===== src/hdl/ccg_pkg.sv =====
// ----------------------------------------------------------------------------
// ccg_pkg
// Shared types, widths and constants of the cosine column gain correction.
// ----------------------------------------------------------------------------
`timescale 1ns / 1ps
`default_nettype none

package ccg_pkg;

	localparam int MAX_LINE_WIDTH = 8192;
	localparam int LAYERS = 3;

	localparam int PIX_W = 8;
	localparam int COL_W = 13;
	localparam int LAY_W = 2;
	localparam int LW_W = 14;
	localparam int REG_W = 16;
	localparam int NUM_W = 24;
	localparam int PH_W = 32;
	localparam int T_W = 17;
	localparam int V_W = 30;
	localparam int R_W = 31;
	localparam int PROD_W = 61;
	localparam int G_W = 30;

	localparam logic [PIX_W-1:0] PIX_MAX = 8'hFF;
	localparam logic [T_W-1:0] HALF_TURN = 17'd65536;
	localparam logic [T_W:0] FULL_TURN = 18'd131072;
	localparam logic [T_W-1:0] QUARTER_TURN = 17'd32768;
	localparam logic [G_W-1:0] Q28_ONE = 30'd268435456;

	typedef enum logic [2:0] {
		REG_STRENGTH,
		REG_WIDTH,
		REG_LINE_WIDTH,
		REG_LEFT_EN,
		REG_RIGHT_EN,
		REG_LAYER_EN,
		REG_LAYERS_PRESENT
	} reg_idx_t;

	typedef struct packed {
		logic [PIX_W-1:0] pix;
		logic bypass;
		logic pos;
		logic [NUM_W-1:0] num;
	} ctx_t;

	// cosine series coefficients, Q28
	function automatic logic [R_W-1:0] cos_coef(input logic [2:0] k);
		logic [R_W-1:0] c;
		case (k)
			3'd1: c = 31'd1324675879;
			3'd2: c = 31'd1089502240;
			3'd3: c = 31'd358431870;
			3'd4: c = 31'd63171085;
			3'd5: c = 31'd6927485;
			default: c = '0;
		endcase
		return c;
	endfunction

endpackage

`default_nettype wire


===== src/hdl/ccg_phase_div.sv =====
// ----------------------------------------------------------------------------
// ccg_phase_div
// Pipelined restoring divider for the cosine phase, four quotient bits a stage.
// ----------------------------------------------------------------------------
`timescale 1ns / 1ps
`default_nettype none

module ccg_phase_div import ccg_pkg::*; (
	input wire logic clk,
	input wire logic arst_n,
	input wire logic in_valid,
	output logic in_ready,
	input wire ctx_t in_ctx,
	input wire logic [PH_W-1:0] in_phase,
	input wire logic [LW_W-1:0] line_width,
	output logic out_valid,
	input wire logic out_ready,
	output ctx_t out_ctx,
	output logic [T_W-1:0] out_t
);

	localparam int STAGES = 8;
	localparam int STEPS = PH_W / STAGES;

	typedef struct packed {
		logic [LW_W-1:0] rem;
		logic [PH_W-1:0] dvd;
		logic [T_W-1:0] quo;
	} dstate_t;

	function automatic dstate_t div_steps(input dstate_t s, input logic [LW_W-1:0] lw);
		dstate_t r;
		logic [LW_W:0] trial;
		r = s;
		for (int i = 0; i < STEPS; i++) begin
			trial = {r.rem, r.dvd[PH_W-1]};
			r.dvd = {r.dvd[PH_W-2:0], 1'b0};
			if (trial >= {1'b0, lw}) begin
				r.rem = LW_W'(trial - {1'b0, lw});
				r.quo = {r.quo[T_W-2:0], 1'b1};
			end else begin
				r.rem = trial[LW_W-1:0];
				r.quo = {r.quo[T_W-2:0], 1'b0};
			end
		end
		return r;
	endfunction

	logic vld_s [STAGES];
	ctx_t ctx_s [STAGES];
	dstate_t dst_s [STAGES];
	logic en [STAGES];
	dstate_t nxt [STAGES];
	dstate_t seed;

	always_comb begin
		en[STAGES-1] = !vld_s[STAGES-1] || out_ready;
		for (int k = STAGES - 2; k >= 0; k--) begin
			en[k] = !vld_s[k] || en[k+1];
		end
	end

	always_comb begin
		seed = '{rem: '0, dvd: in_phase, quo: '0};
		nxt[0] = div_steps(seed, line_width);
		for (int k = 1; k < STAGES; k++) begin
			nxt[k] = div_steps(dst_s[k-1], line_width);
		end
	end

	always_ff @(posedge clk or negedge arst_n) begin
		if (!arst_n) begin
			for (int k = 0; k < STAGES; k++) begin
				vld_s[k] <= 1'b0;
			end
		end else begin
			if (en[0]) begin
				vld_s[0] <= in_valid;
			end
			for (int k = 1; k < STAGES; k++) begin
				if (en[k]) begin
					vld_s[k] <= vld_s[k-1];
				end
			end
		end
	end

	always_ff @(posedge clk) begin
		if (en[0]) begin
			ctx_s[0] <= in_ctx;
			dst_s[0] <= nxt[0];
		end
		for (int k = 1; k < STAGES; k++) begin
			if (en[k]) begin
				ctx_s[k] <= ctx_s[k-1];
				dst_s[k] <= nxt[k];
			end
		end
	end

	assign in_ready = en[0];
	assign out_valid = vld_s[STAGES-1];
	assign out_ctx = ctx_s[STAGES-1];
	assign out_t = dst_s[STAGES-1].quo;

endmodule

`default_nettype wire


===== config.mk =====
export PLATFORM = sky130hd
export DESIGN_NAME = ccg_phase_div
export DESIGN_NICKNAME = d
export VERILOG_FILES = /design/src/hdl/ccg_pkg.sv /design/src/hdl/ccg_phase_div.sv
export SDC_FILE = /design/constraint.sdc
export NUM_CORES = 2
export LEC_CHECK = 0
export BUFFER_PORTS_ARGS = -buffer_cell sky130_fd_sc_hd__buf_4
export CAP_MARGIN = 20
export CORE_ASPECT_RATIO = 0.6
export CORE_MARGIN = 10
export CORE_UTILIZATION = 54
export CTS_BUF_LIST = sky130_fd_sc_hd__clkbuf_4 sky130_fd_sc_hd__clkbuf_8
export CTS_CLUSTER_SIZE = 14
export DETAILED_ROUTE_END_ITERATION = 10
export PLACE_DENSITY = 0.71
export SLEW_MARGIN = 25
export SYNTH_ARGS = -nofsm -noshare
export SYNTH_HDL_FRONTEND = slang
export SYNTH_SLANG_ARGS = --single-unit

===== constraint.sdc =====
create_clock -name clk -period 11.8 [get_ports clk]
set_input_delay 1.77 -clock clk [delete_from_list [all_inputs] [get_ports clk]]
set_output_delay 1.77 -clock clk [all_outputs]
set_load 0.05 [all_outputs]

==> Word-level counts from Yosys, hierarchy flattened <==
Memory sizes are Yosys's and may differ from the RTL's.
Cells that the tools add are included.
{ "op_classes": {"n_addsub": 32, "magnitude_cmp": 32, "n_mux": 80, "reduce_logical": 16} }
{ "op_table": {"columns": ["cell", "count"], "rows": [
  ["$ge A15 B14 Y1", 31],
  ["$mux W14", 32],
  ["$sub A14 B14 Y14", 31],
  ["$mux W1", 48],
  ["$ge A1 B14 Y1", 1],
  ["$sub A1 B14 Y14", 1],
  ["$logic_not A1 Y1", 8],
  ["$logic_or A1 B1 Y1", 8]
]} }
{ "totals": {"regBits": 8, "ramBits": 744, "input_bits": 84, "wordCells": 170, "memories": 2} }
{ "mem_list": {"columns": ["memory", "words", "word_bits", "rd", "rd_ports_with_merged_regs", "wr", "line", "text"], "rows": [
  ["dst_s", 8, 59, 8, 0, 8, "ccg_phase_div.sv:51", "dstate_t dst_s [STAGES];"],
  ["ctx_s", 8, 34, 8, 0, 8, "ccg_phase_div.sv:50", "ctx_t ctx_s [STAGES];"]
]} }

==> Longest topological paths before layout <==
{ "logic_depth": {"word_depth": 11, "ltp_mapped": 52, "mapped_depth_nobuf": 47} }

==> Worst setup path before layout <==
OpenSTA, ideal clock, no wires.
{ "synth_timing": {"path_type": "input port to flip-flop", "startpoint": "input line_width[1]", "endpoint": "memory dst_s[1][51] (netlist bit), data pin", "arrival_ns": 12.532, "setup_slack_ns": -0.992, "path_stages": 50, "n_path_buf": 5, "path_cell_list": "inv_1 > ha_1 > nor2b_1 > o31a_1 > o31a_1 > nor2_2 > o21ai_4 > a31oi_4 > inv_2 > buf_2 > buf_1 > o21ai_0 > inv_1 > ha_1 > nor2b_1 > o31ai_1 > a21oi_1 > a311oi_2 > [14 not listed] > o21ai_0 > nand2_4 > buf_6 > mux2_2 > inv_1 > ha_1 > nor2b_1 > o21a_1 > o21ai_0 > a21oi_1 > o21ai_0 > a31oi_1 > o21a_1 > o21a_1 > or3_1 > a31oi_4 > buf_12 > mux2_4"} }
{ "synth_lines": {"columns": ["item", "line", "text"], "rows": [
  ["from (decl)", "ccg_phase_div.sv:15", "input wire logic [LW_W-1:0] line_width,"],
  ["to (decl)", "ccg_phase_div.sv:51", null]
]} }

==> results.py <==
metrics = {
    "logic_synthesis": {
        "syn_area_per_cell_um2": 10.5,
        "synth-async-reset-ratio_pct": 1.50,
        "postSynth.topFlopCell": "edfxtp_1",
        "synth_area_mm2": 0.0404,
        "syn-num-nets": 4392,
        "netlist.area_leader.share_pct": 39.2,
        "post_synth_inst_count": 3842,
        "netlist_top_cells_area": "edfxtp_1, ha_1, mux2_2",
        "synth_cell_types": 101,
        "number_of_storage_elements_in_the_synthesis_netlist": 535,
        "synth_seq_area_share_pct": 39.7,
        "synth-edff-count": 527,
        "synth_top_cell_by_area": "edfxtp_1",
        "ys_warn_count": 0,
    },
    "cts": {
        "cts.reportedPaths.clkPinSlew_ps": 70,
        "cts_tree": "done",
        "cts_setup_buffers": 0,
        "cts_inserted_buffers": 80,
        "clk_latency_ps": 750,
        "max-clock-path-buffers": 3,
        "postCtsResizedCells": 0,
        "ctsRootBufferMaster": "clkbuf_8",
        "htreeDepth": 3,
        "post_cts_hold_buffer_count": 0,
        "cts_num_sinks": 535,
    },
    "floorplanning": {
        "starting_density_of_the_core_pct": 54.7,
        "core_area_mm2": 0.0739,
        "dieArea_mm2": 0.0865,
        "fp.dieH_um": 232,
        "die_x_um": 373,
        "row_count": 77,
        "top_level_ports": 137,
    },
    "placed_design": {
        "placement.io_buffers": 136,
        "placedCellCount": 5093,
        "dpl_wire_length_mm": 84.3,
        "place.gp.congestion": 0.983,
    },
    "critical_path": {
        "setup_slack_on_the_worst_flop_to_flop_path_ps": 1440,
        "max_stage_delay_ps": 440,
        "setup.worst_path.end_class": "flop",
        "cp_max_fo": 22,
        "critical_path.most_common_cell": "o31a_1",
        "cp_data_arrival_time_ps": 11730,
        "critPathKind": "input pin to flop",
        "slowest_stage": "o41ai_2",
        "worst_ep_required_time_ps": 12270,
        "launching_element_type_of_the_critical_path": "input pin",
    },
    "sta": {
        "final.setup_skew_ps": 62.1,
        "final-hold-violation-count": 0,
        "maxSlewViolCount": 0,
        "top_achievable_clock_speed_mhz": 88.8,
        "maxSlewHeadroom_pct": 31.7,
        "setup-violations-final": 0,
        "fin_crit_ps": 11260,
        "tightestPinTransition_ps": 1020,
        "post-route-period-util_pct": 95.4,
    },
    "global_routing": {
        "met2_track_demand_over_resource_pct": 33.0,
        "global_route.overflow_total": 0,
        "grt_use_total_pct": 24.8,
        "grt.met1_usage_pct": 37.2,
        "initial_antenna_violation_count": 2,
        "grt_busiest_layer": "met1",
        "grt_pass1_wl_mm": 170,
        "global_routing_met3_resource_utilization_pct": 8.67,
        "first_global_vias": 29164,
        "grt_max_degree": 67,
    },
    "finish": {
        "layout.cells.non_filler": 5242,
        "layout-area-overhead-vs-synth_pct": 13.6,
        "n_fill_cell": 5842,
        "fin_nets": 4738,
        "drive_gt1_share_pct": 19.0,
    },
    "drt": {
        "drt.antenna.violating_nets": 0,
        "route.detailed.wl_per_inst_um": 21.1,
        "drt_first_pass_iters": 6,
        "route.detailed.drc": 0,
        "dr_total_vias": 31215,
        "via_per_inst": 5.95,
        "final_wl_mm": 111,
        "drt_iter0_markers": 3194,
    },
    "flow_run": {
        "max-cap-violations": 0,
    },
    "outcome": {
        "outcome": "finished, final reports clean",
    },
    "hold_path": {
        "hold_path_class": "flop to flop",
    },
}
-- registers in the layout, indices dropped and copies added, names as in the netlist --
signal,cells
vld_s,7
out_valid,1
ctx_s,272
dst_s,255
-- layout by cell type, fill, tap and decap left out, types with 23 or more instances in the layout --
cell type and n:
o21bai_1 32, o21ai_0 206, o211ai_1 24, inv_1 185, ha_1 430, and3_1 26
xnor2_1 186, nand3_1 54, clkbuf_8 85, nor2b_1 69, a21o_1 124, mux2_4 32
buf_4 371, mux2i_1 41, nor3_1 56, a31oi_1 23, o21a_1 65, nor2_1 268
nand4_1 61, mux2_2 157, a21oi_1 328, xor2_1 100, nand2_1 200, fa_1 30
a211oi_1 24, nand2b_1 70, edfxtp_1 527
-- kinds of logic (layout without fill, tap and decap cells) --
logic type	Yosys count	in the layout	synth area share [%]
simple gates	922	922	11.3
xor+xnor	286	286	6.20
buf+inv	319	731	3.63
flops	535	535	39.7
mux	244	244	7.03
fa+ha+maj	466	466	15.0
other cells	0	1	0
compound gates	1070	1070	17.2
-- area by class of cell --
type	count	area, um^2	share of cell area [%]
inverters	205	779	1.70
repair buffers	378	2920	6.35
flip-flops and latches	535	16000	34.9
clock inverters	44	362	0.788
diodes	1	2.50	0.00545
multi-input cells	2988	23300	50.7
well taps	987	1230	2.69
clock buffers	104	1310	2.86
-- stage by stage --
step	hold slack (ps)	setup slack [ps]	cell area, um^2	utilization (%)	TNS (ps)
5_1_grt	406	-0.849	45900	62.1	-0.849
6_report	379	541	45900	62.1	0
4_1_cts	379	594	45800	62.0	0
2_1_floorplan	400	0.123	40700	-	0
3_5_place_dp	405	-163	44100	59.7	-2830
3_3_place_gp	400	49.2	44100	59.7	0
-- final timing paths --
check / start / to / cells after the start
min reg2reg: dst_s[0][31] / dst_s[0][94] / 0
max reg2reg: dst_s[0][104] / dst_s[0][172] / 41
min: dst_s[0][31] / dst_s[0][94] / 0
max in group asynchronous: arst_n / vld_s[6] / 1
max: line_width[3] / dst_s[0][172] / 44
min in group asynchronous: arst_n / out_valid / 1
-- worst max-delay path: cells and delay by family --
family | cells | cell delay [ps]
mux | 1 | 420
simple gates | 6 | 1000
fa+ha+maj | 4 | 1260
compound gates | 28 | 6150
buf+inv | 5 | 1080
-- synthesized netlist by cell type (24+ instances only) --
library cell and instances:
xor2_1 100, a21boi_0 25, nor3_1 57, o21bai_1 32, o21a_1 65, buf_4 54, nor2b_1 69, fa_1 30
edfxtp_1 527, o211ai_1 24, inv_1 200, ha_1 436, nor2_1 268, a21oi_1 334, xnor2_1 186, nand2b_1 70
and3_1 26, nand2_1 203, a21o_1 124, mux2_4 32, mux2i_1 41, o21ai_0 226, a211oi_1 25, nand4_1 61
nand3_1 57, mux2_2 157, clkbuf_1 33
-- metal layers --
metal / wire length, um / up-vias
met2: 42100 / 1310
met4: 2370 / 0
met1: 53400 / 14609
met5: 0 / -
li1: - / 15156
met3: 12700 / 140
Power is not shown: default switching activity piles up to over one toggle a cycle in this logic, so the estimate is an artifact.
